===== src/rtl/jbow_pkg.sv =====
// package: shared constants, state type and wheel clamp/deadband function for the omni drive
`default_nettype none
package jbow_pkg;

  // channel store
  localparam int unsigned CHANNELS = 16;
  localparam int unsigned CH_W     = $clog2(CHANNELS);

  // byte code ranges
  localparam logic [7:0] ADDR_BASE = 8'd201;
  localparam logic [7:0] BTN_BASE  = 8'd231;
  localparam logic [7:0] BTN_END   = 8'd247;
  localparam logic [7:0] TERM_BYTE = 8'd255;
  localparam logic [7:0] CH0_RESET = 8'd100;

  // configuration register indexes
  localparam logic [1:0] REG_FULL_SCALE = 2'd0;
  localparam logic [1:0] REG_AXIS_SPAN  = 2'd1;
  localparam logic [1:0] REG_DEAD_BAND  = 2'd2;

  // reset values of the configuration registers
  localparam logic [7:0] FULL_SCALE_RST = 8'd200;
  localparam logic [7:0] AXIS_SPAN_RST  = 8'd120;
  localparam logic [7:0] DEAD_BAND_RST  = 8'd20;

  // divider: dividend is v * 2s, at most 17 bits
  localparam int unsigned DVD_W     = 17;
  localparam int unsigned DIV_STEPS = DVD_W;
  localparam int unsigned CNT_W     = $clog2(DIV_STEPS);

  // signed widths for the axes and the mix
  localparam int unsigned AXW = 20;
  localparam int unsigned MXW = 22;
  localparam int unsigned CLW = 10;

  // wheel direction codes
  localparam logic [1:0] DIR_NONE = 2'd0;
  localparam logic [1:0] DIR_FWD  = 2'd1;
  localparam logic [1:0] DIR_REV  = 2'd2;

  localparam logic signed [CLW-1:0] SPEED_MAX = 10'sd255;
  localparam logic signed [CLW-1:0] SPEED_MIN = -10'sd255;

  // sequencer states
  typedef enum logic [2:0] {
    ST_IDLE,
    ST_LOAD,
    ST_DIV,
    ST_MIX,
    ST_OUT
  } state_e;

  // result of one wheel evaluation
  typedef struct packed {
    logic [7:0] speed;
    logic [1:0] dir;
    logic       upd;
  } wheel_t;

  // clamp to +-255, then deadband that keeps the old direction
  function automatic wheel_t wheel_calc(logic signed [MXW-1:0] w, logic [7:0] db);
    logic signed [CLW-1:0] cw;
    logic signed [CLW-1:0] dbs;
    logic signed [CLW-1:0] ndb;
    wheel_t r;
    if (w > MXW'(SPEED_MAX)) begin
      cw = SPEED_MAX;
    end else if (w < MXW'(SPEED_MIN)) begin
      cw = SPEED_MIN;
    end else begin
      cw = w[CLW-1:0];
    end
    dbs = signed'({2'b00, db});
    ndb = -dbs;
    r.speed = 8'd0;
    r.dir   = DIR_NONE;
    r.upd   = 1'b0;
    if (cw < ndb) begin
      r.speed = 8'((-cw));
      r.dir   = DIR_REV;
      r.upd   = 1'b1;
    end else if (cw > dbs) begin
      r.speed = cw[7:0];
      r.dir   = DIR_FWD;
      r.upd   = 1'b1;
    end
    return r;
  endfunction

endpackage
`default_nettype wire


===== src/rtl/joystick_byte_to_omni_wheel_drive_top.sv =====
// top level: joystick byte decoder, shared divider sequencer and omni-wheel mixer
//
// Usage: one serial byte per transfer enters on s_axis (tdata = rx_byte).
// Address bytes select a channel, button bytes also give a one-shot pulse,
// data bytes land in the selected channel. After every byte the block
// rescales channels 0..3 to joystick axes, mixes three wheel speeds and
// returns one result transfer on m_axis.
// Sequence: the block loads each of the four channels in turn into one
// shared 17-bit divider and runs 17 restoring-division steps on it, then
// does the axis mix and the wheel stage, and registers the result.
// Input: s_axis_tready is high only while the sequencer is idle, so a byte is
// taken only once the previous one is through; the idle block takes a byte
// even while the previous result still waits in the output register.
// Stall: if m_axis_tready is low the result holds in the output register;
// a following byte is computed and then waits until that register frees.
// Reset (rst_ni low): channel 0 = 100, others 0, no address selected,
// directions 0, registers at 200 / 120 / 20, no result pending.
// Configuration: cfg_we_i writes cfg_data_i into register cfg_idx_i (0 full scale,
// 1 axis span, 2 deadband); user must write while idle, the block does not check.
`default_nettype none
module joystick_byte_to_omni_wheel_drive_top
  import jbow_pkg::*;
(
  input  wire logic        clk_i,
  input  wire logic        rst_ni,
  // configuration write port
  input  wire logic        cfg_we_i,
  input  wire logic [1:0]  cfg_idx_i,
  input  wire logic [7:0]  cfg_data_i,
  // input stream
  input  wire logic        s_axis_tvalid,
  output logic             s_axis_tready,
  input  wire logic [7:0]  s_axis_tdata,   // [7:0] rx_byte
  // result stream
  output logic             m_axis_tvalid,
  input  wire logic        m_axis_tready,
  output logic [47:0]      m_axis_tdata    // [7:0] front_speed, [9:8] front_dir,
                                           // [17:10] right_speed, [19:18] right_dir,
                                           // [27:20] left_speed, [29:28] left_dir,
                                           // [45:30] button_pulse, [47:46] zero
);

  // configuration registers
  logic [7:0] full_scale_q, axis_span_q, dead_band_q;

  always_ff @(posedge clk_i or negedge rst_ni) begin
    if (!rst_ni) begin
      full_scale_q <= FULL_SCALE_RST;
      axis_span_q  <= AXIS_SPAN_RST;
      dead_band_q  <= DEAD_BAND_RST;
    end else if (cfg_we_i) begin
      case (cfg_idx_i)
        REG_FULL_SCALE: full_scale_q <= cfg_data_i;
        REG_AXIS_SPAN:  axis_span_q  <= cfg_data_i;
        REG_DEAD_BAND:  dead_band_q  <= cfg_data_i;
        default: ;
      endcase
    end
  end

  logic [7:0] divisor;
  assign divisor = (full_scale_q == 8'd0) ? 8'd1 : full_scale_q;

  // sequencer state and control
  state_e state_q, state_d;
  logic [1:0]       chan_q;
  logic [CNT_W-1:0] cnt_q;
  logic             out_valid_q;
  logic             in_xfer, out_xfer, out_free, last_step;
  logic             ctl_load, ctl_div, ctl_mix, ctl_out;

  assign in_xfer   = s_axis_tvalid && s_axis_tready;
  assign out_xfer  = m_axis_tvalid && m_axis_tready;
  assign out_free  = !out_valid_q || m_axis_tready;
  assign last_step = (cnt_q == CNT_W'(DIV_STEPS - 1));

  // next state
  always_comb begin
    state_d = state_q;
    case (state_q)
      ST_IDLE: if (s_axis_tvalid) state_d = ST_LOAD;
      ST_LOAD: state_d = ST_DIV;
      ST_DIV: begin
        if (last_step) state_d = (chan_q == 2'd3) ? ST_MIX : ST_LOAD;
      end
      ST_MIX:  state_d = ST_OUT;
      ST_OUT:  if (out_free) state_d = ST_IDLE;
      default: state_d = ST_IDLE;
    endcase
  end

  // state outputs
  always_comb begin
    s_axis_tready = 1'b0;
    ctl_load      = 1'b0;
    ctl_div       = 1'b0;
    ctl_mix       = 1'b0;
    ctl_out       = 1'b0;
    case (state_q)
      ST_IDLE: s_axis_tready = 1'b1;
      ST_LOAD: ctl_load      = 1'b1;
      ST_DIV:  ctl_div       = 1'b1;
      ST_MIX:  ctl_mix       = 1'b1;
      ST_OUT:  ctl_out       = out_free;
      default: ;
    endcase
  end

  always_ff @(posedge clk_i or negedge rst_ni) begin
    if (!rst_ni) begin
      state_q <= ST_IDLE;
      chan_q  <= 2'd0;
      cnt_q   <= '0;
    end else begin
      state_q <= state_d;
      if (in_xfer) chan_q <= 2'd0;
      else if (ctl_div && last_step) chan_q <= chan_q + 2'd1;
      if (ctl_load) cnt_q <= '0;
      else if (ctl_div) cnt_q <= cnt_q + CNT_W'(1);
    end
  end

  // byte decode: address, button pulse, channel write
  logic [7:0]       addr_q;
  logic [7:0]       store_q [CHANNELS];
  logic [15:0]      pulse_q;
  logic [7:0]       ch_off;
  logic             is_addr, is_btn, is_data, ch_ok;

  assign is_addr = (s_axis_tdata >= ADDR_BASE) && (s_axis_tdata != TERM_BYTE);
  assign is_btn  = (s_axis_tdata >= BTN_BASE) && (s_axis_tdata < BTN_END);
  assign is_data = (s_axis_tdata < ADDR_BASE);
  assign ch_off  = addr_q - ADDR_BASE;
  assign ch_ok   = (addr_q >= ADDR_BASE) && (ch_off < 8'(CHANNELS));

  always_ff @(posedge clk_i or negedge rst_ni) begin
    if (!rst_ni) begin
      addr_q <= TERM_BYTE;
      for (int i = 0; i < CHANNELS; i++) begin
        store_q[i] <= (i == 0) ? CH0_RESET : 8'd0;
      end
    end else if (in_xfer) begin
      if (is_addr) begin
        addr_q <= s_axis_tdata;
      end else if (is_data && ch_ok) begin
        store_q[ch_off[CH_W-1:0]] <= s_axis_tdata;
      end
    end
  end

  // pulse rides along with the item
  logic [7:0] btn_off;
  assign btn_off = s_axis_tdata - BTN_BASE;

  always_ff @(posedge clk_i) begin
    if (in_xfer) pulse_q <= is_btn ? (16'd1 << btn_off[3:0]) : 16'd0;
  end

  // shared restoring divider: (v * 2s) / f, one quotient bit per cycle
  logic [7:0]        chan_val;
  logic [DVD_W-1:0]  product;
  logic [DVD_W-1:0]  dvd_q;
  logic [7:0]        rem_q;
  logic [8:0]        rem_sh;
  logic [8:0]        rem_sub;
  logic              q_bit;
  logic [DVD_W-1:0]  quot_n;

  assign chan_val = store_q[CH_W'(chan_q)];
  assign product  = DVD_W'(chan_val) * DVD_W'({axis_span_q, 1'b0});
  assign rem_sh   = {rem_q, dvd_q[DVD_W-1]};
  assign rem_sub  = rem_sh - {1'b0, divisor};
  assign q_bit    = (rem_sh >= {1'b0, divisor});
  assign quot_n   = {dvd_q[DVD_W-2:0], q_bit};

  always_ff @(posedge clk_i) begin
    if (ctl_load) begin
      dvd_q <= product;
      rem_q <= 8'd0;
    end else if (ctl_div) begin
      dvd_q <= quot_n;
      rem_q <= q_bit ? rem_sub[7:0] : rem_sh[7:0];
    end
  end

  // axis store: even channels q - s, odd channels s - q
  logic signed [AXW-1:0] axes_q [4];
  logic signed [AXW-1:0] q_ext, s_ext;

  assign q_ext = signed'({{(AXW-DVD_W){1'b0}}, quot_n});
  assign s_ext = signed'({{(AXW-8){1'b0}}, axis_span_q});

  always_ff @(posedge clk_i) begin
    if (ctl_div && last_step) begin
      axes_q[chan_q] <= chan_q[0] ? (s_ext - q_ext) : (q_ext - s_ext);
    end
  end

  // mix stage one: m = (x2 + y2) / 2 toward zero
  logic signed [MXW-1:0] m_q, m_sum, m_rnd;
  assign m_sum = MXW'(axes_q[3]) + MXW'(axes_q[2]);
  // add one to a negative sum so the shift truncates toward zero
  assign m_rnd = m_sum + MXW'(signed'({1'b0, m_sum[MXW-1]}));

  always_ff @(posedge clk_i) begin
    if (ctl_mix) m_q <= m_rnd >>> 1;
  end

  // mix stage two: wheels, clamp and deadband
  logic signed [MXW-1:0] y1_e, x1_e, w_front, w_right, w_left, w_lsum;
  wheel_t wf, wr, wl;
  logic [1:0] dir_q [3];
  logic [1:0] dir_f, dir_r, dir_l;
  logic [47:0] out_data_q;

  assign y1_e    = MXW'(axes_q[0]);
  assign x1_e    = MXW'(axes_q[1]);
  assign w_front = m_q - x1_e - y1_e;
  assign w_right = m_q + x1_e - y1_e;
  assign w_lsum  = m_q + y1_e;
  assign w_left  = w_lsum <<< 1;
  assign wf      = wheel_calc(w_front, dead_band_q);
  assign wr      = wheel_calc(w_right, dead_band_q);
  assign wl      = wheel_calc(w_left, dead_band_q);
  assign dir_f   = wf.upd ? wf.dir : dir_q[0];
  assign dir_r   = wr.upd ? wr.dir : dir_q[1];
  assign dir_l   = wl.upd ? wl.dir : dir_q[2];

  always_ff @(posedge clk_i or negedge rst_ni) begin
    if (!rst_ni) begin
      dir_q[0]    <= DIR_NONE;
      dir_q[1]    <= DIR_NONE;
      dir_q[2]    <= DIR_NONE;
      out_valid_q <= 1'b0;
    end else begin
      if (ctl_out) begin
        dir_q[0]    <= dir_f;
        dir_q[1]    <= dir_r;
        dir_q[2]    <= dir_l;
        out_valid_q <= 1'b1;
      end else if (out_xfer) begin
        out_valid_q <= 1'b0;
      end
    end
  end

  // output register
  always_ff @(posedge clk_i) begin
    if (ctl_out) begin
      out_data_q <= {2'b00, pulse_q, dir_l, wl.speed, dir_r, wr.speed, dir_f, wf.speed};
    end
  end

  assign m_axis_tvalid = out_valid_q;
  assign m_axis_tdata  = out_data_q;

  // checks
  a_div_count: assert property (@(posedge clk_i) disable iff (!rst_ni)
    (state_q == ST_DIV) |-> (cnt_q < CNT_W'(DIV_STEPS)))
    else $error("divider step count out of range");

  a_start_chan0: assert property (@(posedge clk_i) disable iff (!rst_ni)
    in_xfer |=> (state_q == ST_LOAD) && (chan_q == 2'd0))
    else $error("item did not start at channel zero");

  a_dir_code: assert property (@(posedge clk_i) disable iff (!rst_ni)
    m_axis_tvalid |-> (m_axis_tdata[9:8] != 2'b11) && (m_axis_tdata[19:18] != 2'b11)
                      && (m_axis_tdata[29:28] != 2'b11))
    else $error("invalid wheel direction code");

  a_out_hold: assert property (@(posedge clk_i) disable iff (!rst_ni)
    (m_axis_tvalid && !m_axis_tready) |=> m_axis_tvalid)
    else $error("pending result dropped");

endmodule
`default_nettype wire


===== config.mk =====
export PLATFORM = sky130hd
export DESIGN_NAME = joystick_byte_to_omni_wheel_drive_top
export DESIGN_NICKNAME = d
export VERILOG_FILES = /design/src/rtl/jbow_pkg.sv /design/src/rtl/joystick_byte_to_omni_wheel_drive_top.sv
export SDC_FILE = /design/constraint.sdc
export NUM_CORES = 1
export LEC_CHECK = 0
export ABC_CLOCK_PERIOD_IN_PS = 17100
export BUFFER_PORTS_ARGS = -buffer_cell sky130_fd_sc_hd__buf_2
export CORE_UTILIZATION = 42
export DETAILED_ROUTE_END_ITERATION = 6
export MAX_ROUTING_LAYER = met4
export SKIP_CTS_REPAIR_TIMING = 1
export SLEW_MARGIN = 20
export SYNTH_ARGS = -nofsm -noshare
export SYNTH_HDL_FRONTEND = slang
export SYNTH_SLANG_ARGS = --single-unit

===== constraint.sdc =====
create_clock -name clk_i -period 17.1 [get_ports clk_i]
set_clock_uncertainty 0.05 [all_clocks]
set_input_delay 0 -clock clk_i [delete_from_list [all_inputs] [get_ports clk_i]]
set_output_delay 0 -clock clk_i [all_outputs]
set_load 0.02 [all_outputs]

# After elaboration in Yosys (flattened, before gate mapping)
# Memories as Yosys holds them, arrays and structs flattened.
# Cells that the tools add are included.
# totals
ramBits	80
n_memories	1
word_cells	157
regBits	285
# op_classes
n_reduce_logical	22
eq_ne	12
multipliers	1
n_addsub	18
mux	44
order_cmp	22
n_bitwise	3
shifts	1
# memory_table
name	words	width	rd	rd_clocked_by_memory_dff	wr	line	text
axes_q	4	20	4	0	1	joystick_byte_to_omni_wheel_drive_top.sv:187	logic signed [AXW-1:0] axes_q [4];
# ops
cell	n
$bwmux W128	1
$gt A22 B9 Y1 const B	3
$lt A22 B9 Y1 const B	3
$mux W11	6
$mux W10	6
$sub A22 B20 Y22	2
$mux W8	5
$mux W17	2
$bmux W8 S4	1
$demux W8 S4	1
$gt A10 B9 Y1	3
$lt A10 B10 Y1	3
$ge A8 B8 Y1 const B	3
$neg A8 Y8	3
$add A21 B2 Y22	1
$add A21 B20 Y22	1
$sub A21 B20 Y22	1
$add A20 B20 Y21	1
$add A21 B20 Y21	1
$mux W20	1
$sub A17 B8 Y18	1
$sub A8 B17 Y18	1
$lt A8 B8 Y1 const B	2
$mul A8 B8 Y16	1
other kinds (36)	70

# Depth between registers and ports, before layout
# An unclocked memory read counts as a cell.
# logic_depth
depth_word	10
mapped_depth	29
ltp_nobuf	27

# Worst setup path after synthesis
# Ideal clock, no wire load.
# synth_path
path_kind	register -> register
from	register m_q[0]
to	register out_data_q[6] (netlist: m_axis_tdata[6]) (data pin)
n_path_buf	2
arrival_ns	6.054
synth_period_minus_slack_ns	6.362
stages_incl_launch_ff	30
required_time_ns	16.792
setup_ns	0.258
slack_ns	10.738
cell_sequence	edfxtp_1 > inv_1 > fa_1 > inv_1 > ha_1 > a21o_2 > fa_1 > a211oi_1 > o211ai_1 > nand4_1 > nor4b_1 > nor4_1 > or4_1 > nor4b_2 > nor2_1 > buf_2 > o21ai_2 > inv_1 > ha_1 > nor2b_1 > o21a_1 > o21a_1 > o211ai_1 > a21boi_0 > o21ai_0 > clkbuf_1 > o211ai_1 > o21ai_0 > nand3_1 > o221a_2
# synth_lines
element	line	text
from (decl)	joystick_byte_to_omni_wheel_drive_top.sv:200	logic signed [MXW-1:0] m_q, m_sum, m_rnd;
from (signal assigned)	joystick_byte_to_omni_wheel_drive_top.sv:206	if (ctl_mix) m_q <= m_rnd >>> 1;
to (signal assigned)	joystick_byte_to_omni_wheel_drive_top.sv:250	out_data_q <= {2'b00, pulse_q, dir_l, wl.speed, dir_r, wr.speed, dir_f, wf.speed};
to (decl)	joystick_byte_to_omni_wheel_drive_top.sv:214	logic [47:0] out_data_q;

==> impl_metrics.csv <==
group,metric,value,unit
outcome,outcome,"complete, no violations",
timing,finalSetupViolations,0,
synth,synth_enable_flop_cells,171,
finish,area_growth_syn_to_layout,11.2,%
finish,final_common_cell,"sky130_fd_sc_hd__inv_1",
timing,hold_violations,0,
detailed_routing,number_of_routed_nets_with_antenna_violations,0,
power_and_ir_drop,leakage,10.6,nW
setup_path,r2r-end,"m_axis_tdata[16]",
timing,timing.final.max_slew_violations,0,
global_route,globalRoute.totalOverflow,0,
floorplanning,floorplan.die_area,53000,µm²
synth,yosysTopAreaCellShare,23.5,%
timing,period_minus_slack,7.99,ns
cts,clock_tree_from_tritoncts,"yes",
detailed_routing,vias_per_cell,5.56,
global_route,grt_antenna_before_repair,0,
global_route,grt_start_max_net_pins,46,
synth,post_synth_inst_count,2264,
synth,yosysUniqueCellTypes,95,
cts,ctsLongestPathBuffers,3,
floorplanning,initial_core_util,42.6,%
synth,synth.avg_cell_area,9.67,µm²
timing,postLayoutSetupSlackWorst,9.11,ns
synth,ys_ff_latch,261,
timing,maximum_clock_frequency,0.125,GHz
detailed_routing,drt-wirelength-per-cell,17.9,µm
global_route,grt_util_all_layers,20.7,%
finish,drive_gt1_share,10.7,%
setup_path,ff2ff_path_depth,23,
power_and_ir_drop,power.density_cell_area,129,nW/µm²
floorplanning,core_region_area,51400,µm²
detailed_routing,dr_total_vias,16980,
synth,post_synth_main_area_contributors,"sky130_fd_sc_hd__edfxtp_1, sky130_fd_sc_hd__ha_1, sky130_fd_sc_hd__fa_1",
finish,final_nets,2680,
hold_path,worstHoldPathCells,3,
synth,synth-warning-count,0,
detailed_routing,detail_route.iter0.violations,959,
hold_path,worstHoldStart,"s_axis_tvalid",
placement,place.port_buffers,70,
synth,dominantRegCellSynth,"sky130_fd_sc_hd__edfxtp_1",
floorplanning,die_h,230,µm
timing,totalNegativeSetupSlack,0,ns
setup_path,maximum_fanout_along_the_worst_path,16,
detailed_routing,drtPass1Iterations,6,
timing,timing.final.crit_share,46.7,%
floorplanning,chipWidth,230,µm
finish,final_cell_mix,"sky130_fd_sc_hd__inv_1, sky130_fd_sc_hd__ha_1, sky130_fd_sc_hd__edfxtp_1, sky130_fd_sc_hd__nand2_1, sky130_fd_sc_hd__nor2_1",
setup_path,timing.setup.critical_path_class,"reg -> reg",
setup_path,cp-start-kind,"flip-flop",
cts,cts_num_sinks,261,
cts,cts.root.buffer_cell,"sky130_fd_sc_hd__clkbuf_16",
flow_run,max_cap_viol_count,0,
hold_path,min_to,"chan_q[0]",
setup_path,critPathRequiredTime,17.39,ns
timing,rsz0062_at_grt,"false",
setup_path,timing.rr.start,"axes_q[1][18]",
power_and_ir_drop,worst_ir_drop_vdd,99.4,µV
timing,final_worst_hold_slack,0.153,ns
cts,tritoncts.num_buffers,31,
power_and_ir_drop,design_power,3.14,mW
cts,post_cts_clock_slew_at_the_launch_and_capture_registers_of_the_worst_setup_and_hold_paths,0.06,ns
cts,clock_latency,0.60,ns
placement,globalplace.congestion,0.984,
global_route,grt_pass1_vias,16642,
detailed_routing,wirelength,54.5,mm
setup_path,reg2reg_setup_slack,9.11,ns
hold_path,timing.hold.worst.class,"in -> reg",
cts,h_tree_level_count,1,
setup_path,cp.arrival,8.28,ns
synth,sequential_share_of_the_synthesized_area,33.7,%
floorplanning,ios,73,
placement,detailedPlace.worstSlack,9.18,ns
setup_path,timing.critical_path.to_type,"flip-flop",
finish,diodes,0,
floorplanning,fp-row-count,83,
synth,synth.cell_area,21900,µm²
timing,worst_margin_pin_slew,0.952,ns
placement,place.detailed.hpwl,43.0,mm
global_route,grt_pass1_wl,86.2,mm
detailed_routing,drc,0,
synth,async_flop_share,31.0,%
synth,synth.largest_area_cell,"sky130_fd_sc_hd__edfxtp_1",
finish,final_core_util,47.4,%
timing,slew-limit-headroom,36.2,%
==> critical path, stage by stage (launching register included) <==
cell	delay, ns
sky130_fd_sc_hd__edfxtp_1	0.50
sky130_fd_sc_hd__inv_1	0.21
sky130_fd_sc_hd__fa_1	0.58
sky130_fd_sc_hd__inv_1	0.06
sky130_fd_sc_hd__ha_1	0.42
sky130_fd_sc_hd__nand2_1	0.19
sky130_fd_sc_hd__or2_2	0.37
sky130_fd_sc_hd__a2111oi_0	0.70
sky130_fd_sc_hd__a2111o_1	0.22
sky130_fd_sc_hd__a21oi_1	0.08
sky130_fd_sc_hd__xnor2_1	0.23
sky130_fd_sc_hd__nand4b_1	0.29
sky130_fd_sc_hd__o21ai_1	0.77
sky130_fd_sc_hd__o21ai_0	0.48
sky130_fd_sc_hd__ha_1	0.40
sky130_fd_sc_hd__nor2b_1	0.12
sky130_fd_sc_hd__o21ai_0	0.14
sky130_fd_sc_hd__a21oi_1	0.08
sky130_fd_sc_hd__o21ai_0	0.17
sky130_fd_sc_hd__nand2_1	0.10
sky130_fd_sc_hd__a31oi_1	0.78
sky130_fd_sc_hd__nor2_1	0.25
sky130_fd_sc_hd__a31o_2	0.27
sky130_fd_sc_hd__mux2_2	0.26
==> flip-flops by register name, summed over array words and instances (netlist names) <==
signal	flops
addr_q	8
store_q	32
m_axis_tvalid	1
m_axis_tdata	46
cnt_q	5
axis_span_q	8
state_q	3
dvd_q	17
m_q	21
full_scale_q	8
rem_q	8
dir_q	6
dead_band_q	8
pulse_q	16
axes_q	72
chan_q	2
==> Yosys cell counts (all sizes together) (30+ instances only) <==
master    n
nand4    30
clkbuf   52
ha      225
a21o     33
xnor2    72
fa       83
nand2   162
o21a     30
nand2b   31
o21ai   135
a21oi   100
and2     55
nand3    51
inv     267
xor2     34
edfxtp  171
mux2     61
nor2    144
dfrtp    61
nor3     41
nor2b    33
==> power breakdown <==
| group | total (mW) | switching [mW] | internal [mW] | leakage [nW] |
|---|---|---|---|---|
| clock | 0.698 | 0.271 | 0.427 | 0.535 |
| sequential | 0.991 | 0.0924 | 0.899 | 2.66 |
| combinational | 1.45 | 0.884 | 0.567 | 7.43 |
| total | 3.14 | 1.25 | 1.89 | 10.6 |
==> worst max-delay path by stage <==
| stage | startpoint | to | cells past startpoint |
|---|---|---|---|
| final | axes_q[1][18] | m_axis_tdata[16] | 23 |
| after global routing | axes_q[1][18] | m_axis_tdata[16] | 23 |
| after CTS | m_q[3] | m_axis_tdata[16] | 23 |
| after detailed placement | axes_q[1][18] | m_axis_tdata[16] | 23 |
| after global placement | m_q[10] | m_axis_tdata[16] | 23 |
| after floorplan | m_q[0] | m_axis_tdata[6] | 29 |
==> cell families after synthesis <==
family,synth area share [%]
buf+inv,5.72
mux,4.92
xor+xnor,4.24
fa+ha+maj,20.5
other cells,0.0171
flops,33.7
compound gates,15.5
simple gates,15.5
==> per-stage QoR <==
stage          instances  instance area, µm²
2_1_floorplan       2265               21900
3_3_place_gp        2967               22900
3_5_place_dp        2967               22900
4_1_cts             3025               24000
5_1_grt             3054               24300
6_report            3054               24300
==> routing by layer <==
metal,vias up,track usage (%),routed length [µm]
met2,353,36.5,27500
met1,8322,25.0,23700
met4,0,6.06,1470
li1,8221,-,-
met5,-,-,0
met3,84,2.06,1880
==> area by class of cell <==
type	count	area, µm²
inverters	267	1000
clock buffers	44	897
clock inverters	14	196
fillers	4806	27100
multi-input cells	1676	13300
repair buffers	112	751
well taps	680	851
flip-flops and latches	261	7370
Power figures use the tool's default switching activity.
